==> config.mk <==
export PLATFORM = sky130hd
export DESIGN_NAME = mstk_fifo
export DESIGN_NICKNAME = d
export VERILOG_FILES = /design/src/mstk_pkg.sv /design/src/mstk_fifo.sv
export SDC_FILE = /design/constraint.sdc
export NUM_CORES = 1
export LEC_CHECK = 0
export BUFFER_PORTS_ARGS = -buffer_cell sky130_fd_sc_hd__buf_2
export CORE_MARGIN = 1
export CORE_UTILIZATION = 52
export CTS_CLUSTER_DIAMETER = 50
export CTS_CLUSTER_SIZE = 14
export DETAILED_ROUTE_END_ITERATION = 16
export PLACE_DENSITY = 0.76
export SETUP_SLACK_MARGIN = 0.4
export SYNTH_ARGS = -nofsm -noshare
export SYNTH_HDL_FRONTEND = slang
export SYNTH_SLANG_ARGS = --single-unit
==> constraint.sdc <==
create_clock -name clk -period 3.8 [get_ports clk]
set_clock_uncertainty 0.2 [all_clocks]
set_input_delay 0.19 -clock clk [delete_from_list [all_inputs] [get_ports clk]]
set_output_delay 0.19 -clock clk [all_outputs]
set_load 0.02 [all_outputs]
==> src/mstk_pkg.sv <==
// shared constants and back-end state type for the kruskal spanning tree block
package mstk_pkg;

	localparam int VC_BITS    = 6;
	localparam int IDX_BITS   = 5;
	localparam int TOTAL_BITS = 21;
	localparam int FIFO_DEPTH = 4;

	typedef enum logic [3:0] {
		B_IDLE,
		S_RD_I,
		S_LD_I,
		S_RD_J,
		S_CMP_J,
		S_WR_I,
		L_INIT,
		K_RD,
		K_EDGE,
		K_LU,
		K_LV,
		K_SW_RD,
		K_SW_CMP,
		E_RD,
		E_WR,
		E_SUM
	} mstk_state_t;

	typedef struct packed {
		logic push;
		logic full;
	} mstk_push_t;

endpackage

==> src/mstk_fifo.sv <==
// small queue between the front and back ends
module mstk_fifo import mstk_pkg::*; #(
	parameter int DW = 8
) (
	input  logic          clk,
	input  logic          arst_n,
	input  mstk_push_t    push_ctl,
	input  logic [DW-1:0] push_data,
	output logic          full,
	input  logic          pop,
	output logic          empty,
	output logic [DW-1:0] head
);

	localparam int PB = $clog2(FIFO_DEPTH);

	logic [DW-1:0] mem_q [FIFO_DEPTH];
	logic [PB-1:0] wp_q, rp_q;
	logic [PB:0]   cnt_q;

	assign full  = (cnt_q == (PB+1)'(FIFO_DEPTH));
	assign empty = (cnt_q == '0);
	assign head  = mem_q[rp_q];

	always_ff @(posedge clk) begin
		if (push_ctl.push) begin
			mem_q[wp_q] <= push_data;
		end
	end

	always_ff @(posedge clk or negedge arst_n) begin
		if (!arst_n) begin
			wp_q  <= '0;
			rp_q  <= '0;
			cnt_q <= '0;
		end else begin
			if (push_ctl.push) begin
				wp_q <= wp_q + PB'(1);
			end
			if (pop) begin
				rp_q <= rp_q + PB'(1);
			end
			cnt_q <= cnt_q + (PB+1)'(push_ctl.push) - (PB+1)'(pop);
		end
	end

endmodule

After elaboration in Yosys (flattened, before gate mapping) --
Memories as Yosys holds them, arrays and structs flattened. Cells that the tools add are included.
Operators by class: add/sub/neg operators 4, equality and inequality tests 1, multiplexer cells 2, reductions and logical operators 1
Operators by type and width (count):
- $add A2 B1 Y2 const B | 2
- $add A3 B1 Y3 | 1
- $eq A3 B3 Y1 const B | 1
- $logic_not A3 Y1 | 1
- $sub A3 B1 Y3 | 1
- $mux W1 | 2
Storage, ports and cells: bits in registers 7, memory bits (writable) 32, input bits 13, output and inout bits 10, memories kept 1
Memories:
- mem_q | depth 4, bits a word 8, read ports 1, clocked after Yosys merged registers in 0, wr ports 1, line mstk_fifo.sv:17 | logic [DW-1:0] mem_q [FIFO_DEPTH];

Logic depth before layout (Yosys ltp) --
depth after elaboration 2, depth in mapped cells 7

Least setup slack after synthesis --
No wires, ideal clock.
path kind register -> register, start point register cnt_q[0], end point register cnt_q[2], setup time 123 ps, arrival 1450 ps, path slack 2027 ps, stages on the path, launching flop included 8, path buffers 0, clock period less this slack 1773 ps, cell sequence dfrtp_1 -> inv_1 -> ha_1 -> inv_1 -> ha_1 -> fa_1 -> xnor2_1 -> xnor2_1
On the way: longest elaborated chain between the ends 2
Ends and longest elaborated chain:
- start, declared | line mstk_fifo.sv:19 | logic [PB:0] cnt_q;
- start signal, assigned | line mstk_fifo.sv:43 | cnt_q <= cnt_q + (PB+1)'(push_ctl.push) - (PB+1)'(pop);
- $add A3 B1 Y3 | line mstk_fifo.sv:43
- $sub A3 B1 Y3 | line mstk_fifo.sv:43
Every way passes these cells. A chain may end at the register's enable or synchronous reset.

Worst setup path after layout --
start point register rp_q[0], end point output port head[5]
On the way: longest elaborated chain between the ends 1
Ends and longest elaborated chain:
- start, declared | line mstk_fifo.sv:18 | logic [PB-1:0] wp_q, rp_q;
- start signal, assigned | line mstk_fifo.sv:41 | rp_q <= rp_q + PB'(1);
- $mem_v2 Z4 W8
- end, declared | line mstk_fifo.sv:12 | output logic [DW-1:0] head
Every way passes these cells.

==> run_results.csv <==
group,metric,value,unit
route,ant_nets,0,
clock_network,cts.root.buffer_cell,"clkbuf_4",
sta,setup_tns,0,ps
setup_path,crit_required,3410,ps
yosys,synth_fa_ha_area_share,6.164,%
setup_path,path_class,"reg -> out",
clock_network,cts.sinks,39,
sta,fin_crit,2228,ps
clock_network,cts_buffers,5,
yosys,synth_edf_count,32,
run_status,status,"finished, final reports clean",
clock_network,path_clk_slew,100,ps
yosys,yosysSeqAreaShare,73.64,%
sta,timing.fmax,448.9,MHz
route,wire_per_inst,16.12,um
global_routing,grt_max_degree,12,
place,place.gp.congestion,0.6785,
layout,finalNonFillerCells,147,
die,fp.dieH,56.47,um
die,rows,19,
yosys,synth_compound_area_share,0.3244,%
setup_path,worstPathArrival,1840,ps
route,drt-initial-drc-count,12,
yosys,avgSynthCellArea,20.30,um^2
layout,drive_above_1_share,30.17,%
die,dieArea,3189,um^2
clock_network,cts.path.max_buffers,2,
yosys,synth.net_count,96,
yosys,async_flop_share,17.95,%
route,drc,0,
global_routing,grt-ovfl-total,0,
setup_path,crit_path_max_fanout,10,
clock_network,clk_latency,330,ps
sta,fin_crit_sh,58.62,%
yosys,muxShareOfSynthArea,11.68,%
die,io_pins,23,
power_and_ir_drop,switching_share,33.01,%
sta,whs,347.8,ps
yosys,synthTopCellsByArea,"edfxtp_1 (62%), mux4_2 (12%), dfrtp_1 (11%), ha_1 (4.9%), xnor2_1 (1.7%)",
sta,drv_slew,0,
sta,hold_viol,0,
die,coreArea,2781,um^2
setup_path,cp-end-kind,"output port",
global_routing,antenna_found_initial,0,
clock_network,cts_tree,"yes",
yosys,synth_top_family_by_area,"multiplexers",
power_and_ir_drop,clkPwrFrac,16.2,%
sta,setup_viol,0,
yosys,synth_warnings,0,
global_routing,grt_pass1_wl,3822,um
power_and_ir_drop,seq_power_share,50.9,%
yosys,synth_xor_area_share,2.839,%
yosys,synth_cells,76,
place,placed_cells,126,
route,wirelength,2369,um
power_and_ir_drop,combPwrFrac,33.0,%
layout,nets,135,
global_routing,track_usage,17.53,%
global_routing,first_global_vias,827,
yosys,yosysMostFrequentCell,"edfxtp_1",
place,io_buffers,21,
min_path,hold_class,"reg -> reg",
place,hpwl,1581,um
power_and_ir_drop,power_density,696.5,nW/um^2
power_and_ir_drop,vdd_drop_max,0.5711,mV
yosys,synth_ff_type,"edfxtp_1",
yosys,synthTopCellsByCount,"edfxtp_1 (32), mux4_2 (8), dfrtp_1 (7), ha_1 (6), inv_1 (6)",
power_and_ir_drop,p_switching,0.4275,mW
die,initial_utilization,55.47,%
layout,syn_to_final_growth,20.52,%
route,vias,768,
die,die_width,56.47,um
yosys,synthSimpleGateAreaFrac,2.839,%
layout,fillers,201,
power_and_ir_drop,intPower,0.8674,mW
yosys,synth_cell_types,15,
sta,grt_setup_unrepaired,"false",
layout,regArea,1136,um^2
yosys,mappedNetlistArea,1543,um^2
flow_run,maxCapViolCount,0,
layout,multi_input_area,367.9,um^2
sta,worst_slew_pin_slew,591.9,ps
sta,relSlewSlack,60.54,%
power_and_ir_drop,p_leak,0.7206,nW
yosys,ys_seq_elements,39,
yosys,synth_top_area_share,62.29,%
power_and_ir_drop,power,1.295,mW
yosys,synth_top_cell_by_area,"edfxtp_1",
route,viasPerCell,5.224,
clock_network,htreeDepth,2,
layout,antenna_cells,0,
route,first_pass_iters,4,
setup_path,startpoint_type,"flop",
## timing repair
action                    in CTS  in global routing
hold endpoints to repair      44                  0
resized for setup              0                  0
hold buffers                  13                  0
setup buffers                  0                  0
## final timing paths
kind                               start  endpoint  slack (ps)  cells past startpoint
worst min-delay path             wp_q[0]   wp_q[0]         350                      1
max in group asynchronous         arst_n  cnt_q[1]        2090                      4
worst max register to register  cnt_q[0]  cnt_q[2]        1900                      7
worst max-delay path             rp_q[0]   head[5]        1570                      2
min in group asynchronous         arst_n  cnt_q[2]         560                      3
worst min register to register   wp_q[0]   wp_q[0]         350                      1
## per-layer routing
metal	GRT usage [%]	up-vias	wire, um
li1	-	365	-
met1	19.44	382	957
met2	29.41	19	1288
met3	4.839	2	99
met4	11.50	0	24
met5	0	-	0
## critical path, stage by stage (launching register included)
cell and delay (ps):
dfrtp_1 730, mux4_2 590, buf_2 180
## layout make-up
| type | instances | share of cell area, % |
|---|---|---|
| clock buffer | 7 | 2.961 |
| clock inverter | 1 | 0.2019 |
| inverter | 6 | 1.211 |
| multi-input combinational | 29 | 19.78 |
| sequential | 39 | 61.10 |
| tap | 31 | 2.086 |
| timing repair buffer | 34 | 12.65 |
## power groups by stage
stage | Clock [mW] | Combinational, mW | Sequential, mW
after floorplan | 0 | 0.364 | 0.610
after global placement | 0 | 0.405 | 0.663
after detailed placement | 0 | 0.426 | 0.673
after CTS | 0.216 | 0.435 | 0.663
after global routing | 0.236 | 0.467 | 0.676
final | 0.210 | 0.427 | 0.659
## logic make-up (layout without fill, tap and decap cells)
kind of cell / Yosys count / count (layout)
flops: 39 / 39
mux: 8 / 8
simple gates: 8 / 8
buf+inv: 8 / 48
fa+ha+maj: 7 / 7
xor+xnor: 5 / 5
compound gates: 1 / 1
## sequential cells by signal, summed over array words and instances (netlist names)
name / flops
cnt_q: 3
wp_q: 2
rp_q: 2
mem_q: 32
## cells in the final DEF, fill, tap and decap left out, drive strengths merged
| cell | netlist | layout |
|---|---|---|
| and2 | 4 | 4 |
| and3 | 1 | 1 |
| buf | 2 | 21 |
| clkbuf | 0 | 7 |
| clkinv | 0 | 1 |
| dfrtp | 7 | 7 |
| dlygate4sd3 | 0 | 13 |
| edfxtp | 32 | 32 |
| fa | 1 | 1 |
| ha | 6 | 6 |
| inv | 6 | 6 |
| mux4 | 8 | 8 |
| nand2 | 2 | 2 |
| nor3 | 1 | 1 |
| o21ai | 1 | 1 |
| xnor2 | 3 | 3 |
| xor2 | 2 | 2 |
## stage by stage
stage	worst slack, ps	instance area [um^2]	utilization (%)
3_5_place_dp	1903	1670	60.05
6_report	1572	1859	66.85
5_1_grt	1437	1859	66.85
3_3_place_gp	1926	1670	60.05
2_1_floorplan	2027	1543	-
4_1_cts	1517	1859	66.85
No activity file was read; power rests on OpenSTA's default activity.
