<file path="config.mk">
export PLATFORM = sky130hd
export DESIGN_NAME = mstk_front
export DESIGN_NICKNAME = d
export VERILOG_FILES = /design/src/mstk_pkg.sv /design/src/mstk_front.sv
export SDC_FILE = /design/constraint.sdc
export NUM_CORES = 1
export LEC_CHECK = 0
export ABC_AREA = 1
export ABC_CLOCK_PERIOD_IN_PS = 2500
export BUFFER_PORTS_ARGS = -buffer_cell sky130_fd_sc_hd__clkbuf_2
export CORE_ASPECT_RATIO = 1.75
export CORE_MARGIN = 2
export CORE_UTILIZATION = 52
export CTS_BUF_LIST = sky130_fd_sc_hd__clkbuf_16
export DETAILED_ROUTE_END_ITERATION = 8
export PLACE_DENSITY = 0.82
export RECOVER_POWER = 100
export SYNTH_ARGS = -nofsm -noshare
export SYNTH_HDL_FRONTEND = slang
export SYNTH_SLANG_ARGS = --single-unit
</file>
<file path="constraint.sdc">
create_clock -name clk -period 2.5 [get_ports clk]
set_input_delay 0 -clock clk [delete_from_list [all_inputs] [get_ports clk]]
set_output_delay 0 -clock clk [all_outputs]
set_load 0.01 [all_outputs]
</file>
<file path="src/mstk_pkg.sv">
// shared constants and back-end state type for the kruskal spanning tree block
package mstk_pkg;

	localparam int VC_BITS    = 6;
	localparam int IDX_BITS   = 5;
	localparam int TOTAL_BITS = 21;
	localparam int FIFO_DEPTH = 4;

	typedef enum logic [3:0] {
		B_IDLE,
		S_RD_I,
		S_LD_I,
		S_RD_J,
		S_CMP_J,
		S_WR_I,
		L_INIT,
		K_RD,
		K_EDGE,
		K_LU,
		K_LV,
		K_SW_RD,
		K_SW_CMP,
		E_RD,
		E_WR,
		E_SUM
	} mstk_state_t;

	typedef struct packed {
		logic push;
		logic full;
	} mstk_push_t;

endpackage

</file>
<file path="src/mstk_front.sv">
// front end: matrix scan, edge extraction and diagonal check
module mstk_front import mstk_pkg::*; #(
	parameter int MAX_VERTICES = 32,
	parameter int WEIGHT_BITS  = 16,
	parameter int NB = $clog2(MAX_VERTICES + 1),
	parameter int VB = $clog2(MAX_VERTICES),
	parameter int RW = 3 + NB + 2 * VB + WEIGHT_BITS
) (
	input  logic                   clk,
	input  logic                   arst_n,
	input  logic                   cfg_we,
	input  logic [VC_BITS-1:0]     cfg_wdata,
	input  logic                   in_valid,
	output logic                   in_stall,
	input  logic [WEIGHT_BITS-1:0] edge_weight,
	input  logic                   last_entry,
	output mstk_push_t             push_ctl,
	input  logic                   fifo_full,
	output logic [RW-1:0]          push_data
);

	logic [VC_BITS-1:0] vc_q;
	logic [NB-1:0]      n_q, r_q, c_q, n_use;
	logic               started_q, diag_q;
	logic               accept, in_range, is_edge, diag_new;

	always_comb begin
		if (started_q) begin
			n_use = n_q;
		end else if (vc_q == '0) begin
			n_use = NB'(1);
		end else if (int'(vc_q) > MAX_VERTICES) begin
			n_use = NB'(MAX_VERTICES);
		end else begin
			n_use = NB'(vc_q);
		end
	end

	assign accept   = in_valid && !fifo_full;
	assign in_stall = fifo_full;
	assign in_range = (r_q < n_use);
	assign is_edge  = in_range && (c_q > r_q) && (edge_weight != '0);
	assign diag_new = diag_q && !(in_range && (c_q == r_q) && (edge_weight != '0));

	assign push_ctl.push = accept && (is_edge || last_entry);
	assign push_ctl.full = fifo_full;
	assign push_data = {is_edge, last_entry, diag_new, n_use,
		VB'(r_q), VB'(c_q), edge_weight};

	always_ff @(posedge clk or negedge arst_n) begin
		if (!arst_n) begin
			vc_q      <= VC_BITS'(1);
			started_q <= 1'b0;
			diag_q    <= 1'b1;
			r_q       <= '0;
			c_q       <= '0;
			n_q       <= NB'(1);
		end else begin
			if (cfg_we) begin
				vc_q <= cfg_wdata;
			end
			if (accept) begin
				if (last_entry) begin
					started_q <= 1'b0;
					diag_q    <= 1'b1;
					r_q       <= '0;
					c_q       <= '0;
				end else begin
					started_q <= 1'b1;
					n_q       <= n_use;
					diag_q    <= diag_new;
					if (in_range) begin
						if (c_q == n_use - NB'(1)) begin
							c_q <= '0;
							r_q <= r_q + NB'(1);
						end else begin
							c_q <= c_q + NB'(1);
						end
					end
				end
			end
		end
	end

endmodule

</file>
== Word level (Yosys, flattened, before mapping) ==
Index checks and enable logic that the tools add are counted.
Word-level totals
  register bits: 26
Operators by class
  multiplexer cells: 11
  bitwise logic cells: 1
  eq/ne operators: 2
  $add $sub $neg: 3
  $lt $le $gt $ge: 3
  reduce and logical (&&, ||, !) cells: 17
Operators with widths (number)
  $mux W6: 9
  $reduce_bool A16 Y1: 1
  $add A6 B1 Y6 const B: 2
  $eq A6 B6 Y1: 2
  $logic_and A1 B1 Y1: 7
  $gt A6 B6 Y1: 1
  $gt A6 B6 Y1 const B: 1
  $logic_not A6 Y1: 1
  $lt A6 B6 Y1: 1
  $sub A6 B1 Y6 const B: 1
  $reduce_and A2 Y1: 2
  $reduce_bool A2 Y1: 2
  $reduce_and A3 Y1: 1
  $logic_not A1 Y1: 2
  $mux W1: 2
  $logic_or A1 B1 Y1: 1
  $not A1 Y1: 1

== Logic depth before layout (Yosys ltp) ==
Gate-level depths: netlist of the first run.
  depth in word-level cells: 10
  mapped depth: 18

== Worst setup path before layout of the first run ==
No wires, ideal clock.
  path kind: register to register
  from: reg started_q
  to: reg c_q[1]
  cell stages (with the launch flop): 17
  slack: 0.231 ns
  setup time: 0.076 ns
  path buffers: 2
  arrival time: 2.192 ns
  cell sequence: dfrtp_1 > buf_6 > nor2_8 > nand2_1 > nand2_1 > inv_1 > ha_1 > a21oi_1 > nor2_1 > a211oi_1 > nand2_1 > nand2_1 > nand2_2 > inv_2 > buf_6 > nand2_1 > o21ai_1
Between the ends
  longest elaborated chain between the ends: 6
Ends and longest elaborated chain
  start, declared: RTL line mstk_front.sv:24  | logic started_q, diag_q;
  start signal, assigned: RTL line mstk_front.sv:53  | started_q <= 1'b0;
  start signal, assigned: RTL line mstk_front.sv:64  | started_q <= 1'b0;
  start signal, assigned: RTL line mstk_front.sv:69  | started_q <= 1'b1;
  $mux W6 (*): RTL line mstk_front.sv:28  | if (started_q) begin
  via push_data[29]: RTL line mstk_front.sv:19  | output logic [RW-1:0] push_data
  $sub A6 B1 Y6: RTL line mstk_front.sv:73  | if (c_q == n_use - NB'(1)) begin
  $eq A6 B6 Y1: RTL line mstk_front.sv:73
  $mux W6: RTL line mstk_front.sv:73
  $mux W6: RTL line mstk_front.sv:72  | if (in_range) begin
  $mux W6: RTL line mstk_front.sv:63  | if (last_entry) begin
  end signal, assigned: RTL line mstk_front.sv:77  | c_q <= c_q + NB'(1);
  end, declared: RTL line mstk_front.sv:23  | logic [NB-1:0] n_q, r_q, c_q, n_use;
Mark *: on every way through the listed nets, which the timed path passes. The rest lies on a longest branch. The select of a mux whose other input is x is not followed.
A chain may end at the register's enable or synchronous reset.

==> results of run 1 <==
[worst max-delay path: stages, from the launching register on]
cell and delay (ns):
dfrtp_2 0.48, nor2_8 0.20, nand2_2 0.07, nand2_2 0.09, inv_1 0.06, ha_1 0.28
nand2_2 0.09, nor2_1 0.05, a211oi_2 0.14, nand2_1 0.10, a31oi_1 0.20, nand2_1 0.12
a21oi_2 0.12, buf_2 0.14
[state kept, by name, summed over array words and instances, names as in the netlist]
register and count:
c_q 6, r_q 6, n_q 6, started_q 1, vc_q 6, diag_q 1
[report_power, final]
group	internal (mW)	switching (mW)	leakage [nW]
logic	0.273	0.403	0.999
registers	0.478	0.0653	0.331
clock network	0.214	0.148	0.0385
total	0.965	0.616	1.37
[synth_stat cells]
cell	n
nand2_1	71
inv_1	34
buf_4	31
dfrtp_1	23
nand3_1	18
nor2_1	17
ha_1	14
o21ai_0	12
xor2_1	9
nand4_1	7
nand2_2	6
nor4_1	5
a21oi_1	4
mux2_2	4
dfstp_2	3
inv_2	3
buf_6	2
clkbuf_1	2
nand2_4	2
nor2_2	2
o211ai_1	2
a211oi_1	1
a21oi_4	1
a22oi_4	1
a31oi_1	1
and2_0	1
nand3_2	1
nor2_8	1
o21ai_1	1
o21bai_1	1
o21bai_4	1
xor2_2	1
[cell families (layout without fill, tap and decap cells)]
family / after synthesis / in the layout
simple gates: 131 / 131
buf+inv: 72 / 123
fa+ha+maj: 14 / 14
compound gates: 25 / 25
flops: 26 / 26
xor+xnor: 10 / 10
mux: 4 / 4
[metal layers]
| layer | wire (microns) | part of all wire [%] |
|---|---|---|
| met1 | 1910 | 35 |
| met2 | 3240 | 60 |
| met3 | 158 | 2.9 |
| met4 | 140 | 2.6 |
| met5 | 0 | 0 |
[stage by stage]
stage               setup TNS [ns]  cell area (sq um)  instances
CTS                              0               2450        376
global placement                 0               2310        366
detailed placement               0               2310        366
floorplan                        0               2150        282
global route               -0.0644               2560        382
finish                           0               2560        382
[area by class of cell]
type | count | area [sq um]
clock buffers | 3 | 75.1
flip-flops and latches | 26 | 657
repair buffers | 82 | 450
multi-input cells | 184 | 1160
inverters | 37 | 144
fillers | 369 | 1520
well taps | 49 | 61.3
clock inverters | 1 | 3.75
[repair_timing]
action                                  in CTS  in global routing
resized for setup                            1                 18
pin swaps                                    0                  9
endpoints found under the hold margin       28                  0
endpoints found under the setup margin       1                 15
gates cloned                                 0                  0
buffers inserted                             0                  6
hold buffers                                 6                  0
[worst min path at each step]
stage | startpoint | endpoint | depth (start not counted) | slack [ns]
floorplan | arst_n | c_q[0] | 0 | -0.30
global placement | arst_n | n_q[1] | 1 | 0.05
detailed placement | arst_n | n_q[5] | 1 | 0.06
CTS | cfg_wdata[5] | vc_q[5] | 2 | 0.02
global route | cfg_wdata[5] | vc_q[5] | 2 | 0.005
finish | cfg_wdata[5] | vc_q[5] | 2 | 0.01
==> flow_metrics.py, run 1 <==
metrics = {
    "routing": {
        "wl_per_cell_microns": 14.3,
        "remaining_drc_errors": 0,
        "first_pass_iters": 4,
        "wl_mm": 5.45,
        "dr_total_vias": 1964,
        "via_per_inst": 5.14,
        "antenna_left": 0,
        "dr.first_iter.drc_count": 67,
    },
    "power_and_ir_drop": {
        "power_mw": 1.58,
        "power_leakage_nw": 1.37,
        "vdd_drop_max_mv": 0.369,
        "powerDensity_nw_per_um2": 619,
    },
    "global_route": {
        "antenna_found_initial": 0,
        "grt_pass1_vias": 1848,
        "grt_max_degree": 27,
        "grt_pass1_wl_mm": 8.14,
        "grt.busiest_layer": "met2",
        "gr-total-overflow": 0,
        "met1_usage_pct": 23.7,
        "grt_usage_pct": 23.0,
        "grt_use_met2_pct": 45.8,
        "met3_usage_pct": 2.01,
    },
    "floorplanning": {
        "dieArea_sq_um": 4690,
        "die_h_microns": 89.1,
        "floorplan.rows": 31,
        "ios": 66,
        "core-area_sq_um": 4070,
        "start_util_pct": 52.9,
        "fp.dieW_microns": 52.6,
    },
    "worst_setup_path": {
        "required_ns": 2.50,
        "crit_start": "started_q",
        "reg2reg_depth": 15,
        "cp_max_fo": 6,
        "reg2reg_to": "r_q[4]",
        "worstSetupStartpointType": "flop",
        "worstSetupPathType": "reg -> out",
        "cp.arrival_ns": 2.39,
        "critical_path.endpoint": "push_ctl[1]",
        "r2r_slack_ns": 0.19,
        "r2r_start": "vc_q[1]",
        "cp-end-kind": "output port",
    },
    "cts": {
        "cts_made_buffers": 3,
        "clk_root_buffer_cell": "clkbuf_16",
        "htreeDepth": 1,
        "cts.sinks": 26,
        "cts_max_path_buffers": 2,
        "clkTransAtPathRegs_ns": 0.07,
        "cts_tree": "yes",
        "clk_latency_ns": 0.26,
    },
    "sta": {
        "holdWs_ns": 0.00990,
        "tightest_slew_ns": 0.674,
        "setup_viol": 0,
        "fin_skew_ns": 0.00426,
        "drv_slew": 0,
        "rsz0062_at_grt": "yes",
        "fmax_mhz": 418,
        "final_hold_viol_count": 0,
        "period_needed_ns": 2.39,
        "setup_slack_ns": 0.110,
        "relSlewSlack_pct": 55.0,
        "finalCritPeriodShare_pct": 95.6,
    },
    "synthesis": {
        "yosys_warnings": 0,
        "synth_top_area_share_pct": 26.7,
        "syn_area_per_cell_sq_um": 7.64,
        "synth_top_family_by_area": "simple AND/OR/NAND/NOR gates",
        "synthXorXnorAreaFrac_pct": 4.42,
        "synth_cell_type_count": 32,
        "ys_top_cells_by_area": "dfrtp_1 27%, nand2_1 12%, buf_4 11%",
        "yosys.area.top_type": "dfrtp_1",
        "synthAdderAreaFrac_pct": 8.13,
        "synth-simple-area-share_pct": 28.1,
        "ys_seq_area_share_pct": 30.4,
        "syn_inst": 282,
        "synth_area_sq_um": 2150,
        "ys_ff_latch": 26,
        "synth_compound_area_share_pct": 8.25,
        "synthMuxAreaShare_pct": 2.09,
        "syn_nets": 324,
    },
    "cells_and_area": {
        "final_cell_mix": "68 x nand2_1, 47 x clkbuf_2, 33 x inv_1",
        "area.growth.synth_to_final_pct": 18.7,
        "utilization_pct": 62.8,
        "n_antenna_cell": 0,
        "mostFrequentLayoutCell": "nand2_1",
        "drive_above_1_share_pct": 30.0,
        "nNetsFinal": 376,
    },
    "job": {
        "drv_cap": 0,
    },
    "placed_design": {
        "dp_hpwl_mm": 4.11,
        "routabilityCongestion": 0.989,
        "numPortBuffers": 65,
        "pre_cts_ws_ns": 0.112,
    },
    "min_path": {
        "hp-class": "in -> reg",
    },
    "run_status": {
        "status": "finished, final reports clean",
    },
}
(Power assumes the default switching activity.)
==> run 2: changes to the inputs <==
Settings changed: ABC_AREA 1 to unset, PLACE_DENSITY 0.82 to 0.81, SKIP_LAST_GASP set to 1.
==> run 2 against run 1 <==
  * The run now ends with setup timing left
  * Clock power up 1%
  * Count of clock-buffer cells in the layout unchanged
  * Critical endpoint is now r_q[4]
  * Setup slack worse by 0.39 ns
==> flow_metrics.py, run 2 <==
metrics = {
    "global_route": {
        "grt_max_degree": 27,
        "gr-total-overflow": 0,
        "grt_usage_pct": 27.8,
        "grt_pass1_vias": 2247,
        "grt_pass1_wl_mm": 10.1,
        "antenna_found_initial": 0,
    },
    "worst_setup_path": {
        "path_buf_inv": 3,
        "cp-end-kind": "flop",
        "slowest_stage": "dfrtp_2",
        "cp_common_cell": "buf_6",
        "required_ns": 2.65,
        "cp.arrival_ns": 2.92,
        "path_cells": "buf_6, nor3b_4, nor2_2, ha_1, and4_1, a21o_1, a211oi_4, buf_4, nor4b_4, buf_6, a211oi_2, a221o_1",
        "worstSetupPathType": "reg -> reg",
        "worstSetupStartpointType": "flop",
        "crit_path_max_incr_delay_ns": 0.46,
        "path_delay_family": "compound AO/OA/AOI/OAI gates",
        "cp_max_fo": 8,
    },
    "placed_design": {
        "numPortBuffers": 65,
        "dp_hpwl_mm": 4.57,
        "routabilityCongestion": 0.884,
    },
    "synthesis": {
        "synth-async-reset-ratio_pct": 100,
        "ys_top_cells_by_count": "32 x buf_4, 23 x dfrtp_1, 18 x inv_1, 18 x nand2_1, 15 x a21oi_1",
        "yosysMostFrequentCell": "buf_4",
        "yosys_warnings": 0,
        "synth_area_sq_um": 2220,
        "ys_seq_area_share_pct": 29.4,
        "synth_top_area_share_pct": 25.9,
        "synth-edff-count": 0,
        "ys_ff_latch": 26,
        "synth_cell_type_count": 57,
        "ys_top_cells_by_area": "dfrtp_1 26%, buf_4 11%, ha_1 7.9%",
        "syn_area_per_cell_sq_um": 8.82,
        "yosys.area.top_type": "dfrtp_1",
        "syn_inst": 252,
        "syn_nets": 294,
        "synth_ff_type": "dfrtp_1",
    },
    "floorplanning": {
        "core-area_sq_um": 4110,
        "ios": 66,
        "floorplan.rows": 31,
        "dieArea_sq_um": 4840,
        "die_h_microns": 90.5,
        "start_util_pct": 54.1,
        "fp.dieW_microns": 53.4,
    },
    "sta": {
        "finalCritPeriodShare_pct": 111,
        "drv_slew": 0,
        "relSlewSlack_pct": 55.8,
        "final_hold_viol_count": 0,
        "tns_ns": -2.61,
        "tightest_slew_ns": 0.663,
        "period_needed_ns": 2.78,
        "setup_slack_ns": -0.275,
        "fin_skew_ns": 0.00347,
        "setup_viol": 16,
        "rsz0062_at_grt": "yes",
        "fmax_mhz": 360,
    },
    "power_and_ir_drop": {
        "powerDensity_nw_per_um2": 702,
        "power_leakage_nw": 1.39,
        "vdd_drop_max_mv": 0.548,
        "power_mw": 2.07,
    },
    "cts": {
        "cts_max_path_buffers": 2,
        "clk_root_buffer_cell": "clkbuf_16",
        "cts_tree": "yes",
        "clkTransAtPathRegs_ns": 0.07,
        "clk_latency_ns": 0.26,
        "cts_made_buffers": 3,
        "cts.sinks": 26,
        "htreeDepth": 1,
    },
    "cells_and_area": {
        "n_antenna_cell": 0,
        "nNetsFinal": 376,
        "final_cell_mix": "45 x clkbuf_2, 38 x buf_4, 20 x dfrtp_1",
        "mostFrequentLayoutCell": "clkbuf_2",
        "area.growth.synth_to_final_pct": 32.8,
        "drive_above_1_share_pct": 41.7,
    },
    "routing": {
        "first_pass_iters": 4,
        "dr.first_iter.drc_count": 64,
        "remaining_drc_errors": 0,
        "wl_per_cell_microns": 16.5,
        "wl_mm": 6.29,
        "dr_total_vias": 2202,
        "antenna_left": 0,
        "via_per_inst": 5.76,
    },
    "run_status": {
        "violations": "setup timing",
        "status": "complete, but fails checks",
    },
    "min_path": {
        "hp-class": "in -> reg",
    },
    "job": {
        "drv_cap": 0,
    },
}
[run 2: through the flow]
stage	hold slack, ns	area, sq um	instances	worst slack (ns)	utilization (%)
global placement	0.0572	2600	361	-0.195	63.3
finish	0.0988	2950	382	-0.275	71.8
global route	0.115	2950	382	-0.374	71.8
detailed placement	0.0687	2600	361	-0.211	63.3
floorplan	-0.296	2240	252	0.0367	-
CTS	0.104	2920	379	-0.295	71.1
[run 2: cell families (layout without fill, tap and decap cells)]
family,Yosys count,count (layout),share of synthesized area (%)
fa+ha+maj,14,14,7.88
xor+xnor,5,5,1.97
mux,8,8,4.56
simple gates,82,82,20.7
flops,26,26,29.4
compound gates,59,59,19.5
buf+inv,58,139,15.9
[run 2: path summary, 6_finish.rpt]
| check | startpoint | end | slack [ns] | depth (start not counted) |
|---|---|---|---|---|
| worst max-delay path | vc_q[5] | r_q[4] | -0.28 | 12 |
| worst min-delay path | cfg_we | vc_q[3] | 0.1 | 2 |
| worst max register to register | vc_q[5] | r_q[4] | -0.28 | 12 |
| worst min register to register | diag_q | diag_q | 0.54 | 2 |
| max in group asynchronous | arst_n | started_q | 1.73 | 2 |
| min in group asynchronous | arst_n | vc_q[2] | 0.30 | 2 |
[run 2: layout make-up]
type,instances,area [sq um]
well taps,49,61.3
fillers,338,1160
clock buffers,3,75.1
clock inverters,1,3.75
repair buffers,117,737
flip-flops and latches,26,658
inverters,18,67.6
multi-input cells,168,1350
[run 2: where the power goes]
part | switching (mW) | internal (mW)
clock | 0.152 | 0.215
combinational | 0.519 | 0.521
sequential | 0.159 | 0.506
[run 2: worst register-to-register path: cells and delay by family, from the launching register on]
kind                     cells  cell delay, ns
AO/OA/AOI/OAI                4            0.74
adder cells (fa/ha/maj)      1            0.28
buffers and inverters        3            0.47
flip-flops                   1            0.46
AND/OR/NAND/NOR              4            0.71
[run 2: what timing repair did]
item	4_1_cts	5_1_grt
pin swaps	18	14
resized for setup	34	8
hold endpoints to repair	29	0
setup buffers	7	3
hold buffers	7	0
endpoints found under the setup margin	16	16
[run 2: per-layer routing]
metal  track usage [%]  up-vias  routed length (microns)
li1                  -     1045                        -
met1              26.9     1040                     2160
met2              50.8       89                     3380
met3              2.81       28                      281
met4              18.6        0                      475
met5                 0        -                        0
==> run 3: changes to the inputs <==
Settings changed: CORE_MARGIN 2 to 5, CORE_UTILIZATION 52 to 45, PLACE_DENSITY 0.81 to 0.72.
==> run 3 against run 2 <==
  * The flow still finishes with violations (setup timing)
  * Sequential power decreased by 1%
  * Routed wire length increased by 6.4%
  * Worst hold slack got worse by 0.0051 ns
  * Sequential share of layout area decreased by 0.67 points
==> flow_metrics.py, run 3 (same netlist as run 2, synthesis figures left out) <==
metrics = {
    "worst_setup_path": {
        "crit_path_max_incr_delay_ns": 0.47,
        "r2r_start": "vc_q[5]",
        "path_cells": "nor3b_4, nor2_2, ha_1, a21oi_1, a21boi_0, a211oi_2, buf_4, nor4b_4, buf_4, a41o_1, a21oi_2",
        "cp_max_fo": 6,
        "cp-end-kind": "flop",
        "worstSetupPathType": "reg -> reg",
        "worstSetupStartpointType": "flop",
        "reg2reg_depth": 11,
        "reg2reg_to": "r_q[3]",
        "cp_common_cell": "buf_4",
        "required_ns": 2.65,
        "r2r_slack_ns": -0.26,
        "slowest_stage": "dfrtp_2",
        "cp.arrival_ns": 2.91,
    },
    "cts": {
        "cts_tree": "yes",
        "cts_max_path_buffers": 2,
        "clk_root_buffer_cell": "clkbuf_16",
        "clk_latency_ns": 0.26,
        "clkTransAtPathRegs_ns": 0.06,
        "cts.sinks": 26,
        "htreeDepth": 1,
        "cts_made_buffers": 3,
    },
    "routing": {
        "dr.first_iter.drc_count": 79,
        "antenna_left": 0,
        "wl_mm": 6.70,
        "remaining_drc_errors": 0,
        "first_pass_iters": 5,
        "via_per_inst": 5.74,
        "wl_per_cell_microns": 17.2,
        "dr_total_vias": 2234,
    },
    "floorplanning": {
        "die_h_microns": 103,
        "start_util_pct": 45.4,
        "core-area_sq_um": 4890,
        "floorplan.rows": 34,
        "dieArea_sq_um": 6500,
        "fp.dieW_microns": 63.1,
        "ios": 66,
    },
    "global_route": {
        "gr-total-overflow": 0,
        "grt_pass1_vias": 2282,
        "grt_max_degree": 27,
        "grt_pass1_wl_mm": 10.2,
        "grt_usage_pct": 19.5,
        "antenna_found_initial": 0,
    },
    "sta": {
        "relSlewSlack_pct": 3.10,
        "final_hold_viol_count": 0,
        "period_needed_ns": 2.76,
        "fin_skew_ns": 0.00247,
        "rsz0062_at_grt": "yes",
        "finalCritPeriodShare_pct": 110,
        "tns_ns": -3.12,
        "setup_slack_ns": -0.262,
        "fmax_mhz": 362,
        "tightest_slew_ns": 1.45,
        "setup_viol": 16,
        "drv_slew": 0,
    },
    "power_and_ir_drop": {
        "vdd_drop_max_mv": 0.628,
        "powerDensity_nw_per_um2": 732,
        "power_leakage_nw": 1.41,
        "power_mw": 2.23,
    },
    "cells_and_area": {
        "n_antenna_cell": 0,
        "mostFrequentLayoutCell": "clkbuf_2",
        "area.growth.synth_to_final_pct": 36.9,
        "final_cell_mix": "42 x clkbuf_2, 38 x buf_4, 21 x clkbuf_1",
        "drive_above_1_share_pct": 43.9,
        "nNetsFinal": 378,
        "instances_no_fill": 389,
    },
    "run_status": {
        "status": "complete, but fails checks",
        "violations": "setup timing",
    },
    "min_path": {
        "whs_endpoint": "vc_q[4]",
        "hp-start": "cfg_we",
        "holdPathStages": 2,
        "hp-class": "in -> reg",
    },
    "placed_design": {
        "numPortBuffers": 65,
        "dp_cells": 366,
        "routabilityCongestion": 0.909,
        "dp_hpwl_mm": 4.72,
    },
    "job": {
        "drv_cap": 0,
    },
}
run 3: cell types whose count changed in the layout (fill, tap and decap cells not counted), sizes merged:
cell / previous run / this run
inv: 18 / 19
buf: 47 / 49
clkinv: 1 / 0
run 3: worst max path at each step:
stage | startpoint | to | depth (start not counted)
floorplan | vc_q[5] | r_q[3] | 10
global placement | started_q | r_q[3] | 10
detailed placement | started_q | r_q[3] | 10
CTS | started_q | r_q[3] | 12
global route | vc_q[5] | r_q[2] | 11
finish | vc_q[5] | r_q[3] | 11
run 3: where the power goes:
group          internal [mW]  switching (mW)
clock network          0.214           0.147
registers              0.506           0.150
logic                  0.597           0.613
total                   1.32           0.911
run 3: cell type report:
class	instances	area (sq um)
clock buffers	3	75.1
clock inverters	1	3.75
fillers	396	1850
inverters	18	67.6
multi-input cells	168	1420
flip-flops and latches	26	658
well taps	54	67.6
repair buffers	119	756
run 3: routing by layer:
metal / part of all wire [%] / GRT usage [%] / up-vias
met5: 0 / 0 / -
met4: 7.2 / 14.2 / 0
met3: 7.5 / 4.03 / 42
met2: 53 / 37.0 / 118
met1: 33 / 18.1 / 1020
li1: - / - / 1054
run 3: repair_timing:
item,4_1_cts,5_1_grt
gates resized for setup,30,26
pin swaps,14,22
endpoints found under the setup margin,16,16
endpoints found under the hold margin,29,0
hold buffers,7,0
setup buffers,7,9
run 3: worst max-delay path: cells and delay by family (launching register included):
kind | cells | cell delay, ns
AO/OA/AOI/OAI | 5 | 0.83
AND/OR/NAND/NOR | 3 | 0.63
flip-flops | 1 | 0.47
buffers and inverters | 2 | 0.37
adder cells (fa/ha/maj) | 1 | 0.34
run 3: metrics by stage:
| step | setup slack, ns | cell area [sq um] | util [%] | hold WS [ns] |
|---|---|---|---|---|
| after global routing | -0.421 | 3040 | 62.2 | 0.103 |
| after CTS | -0.232 | 2930 | 59.9 | 0.103 |
| final | -0.262 | 3040 | 62.2 | 0.0937 |
| after floorplan | 0.0367 | 2240 | - | -0.296 |
| after global placement | -0.124 | 2610 | 53.3 | 0.0577 |
| after detailed placement | -0.187 | 2610 | 53.3 | 0.0631 |
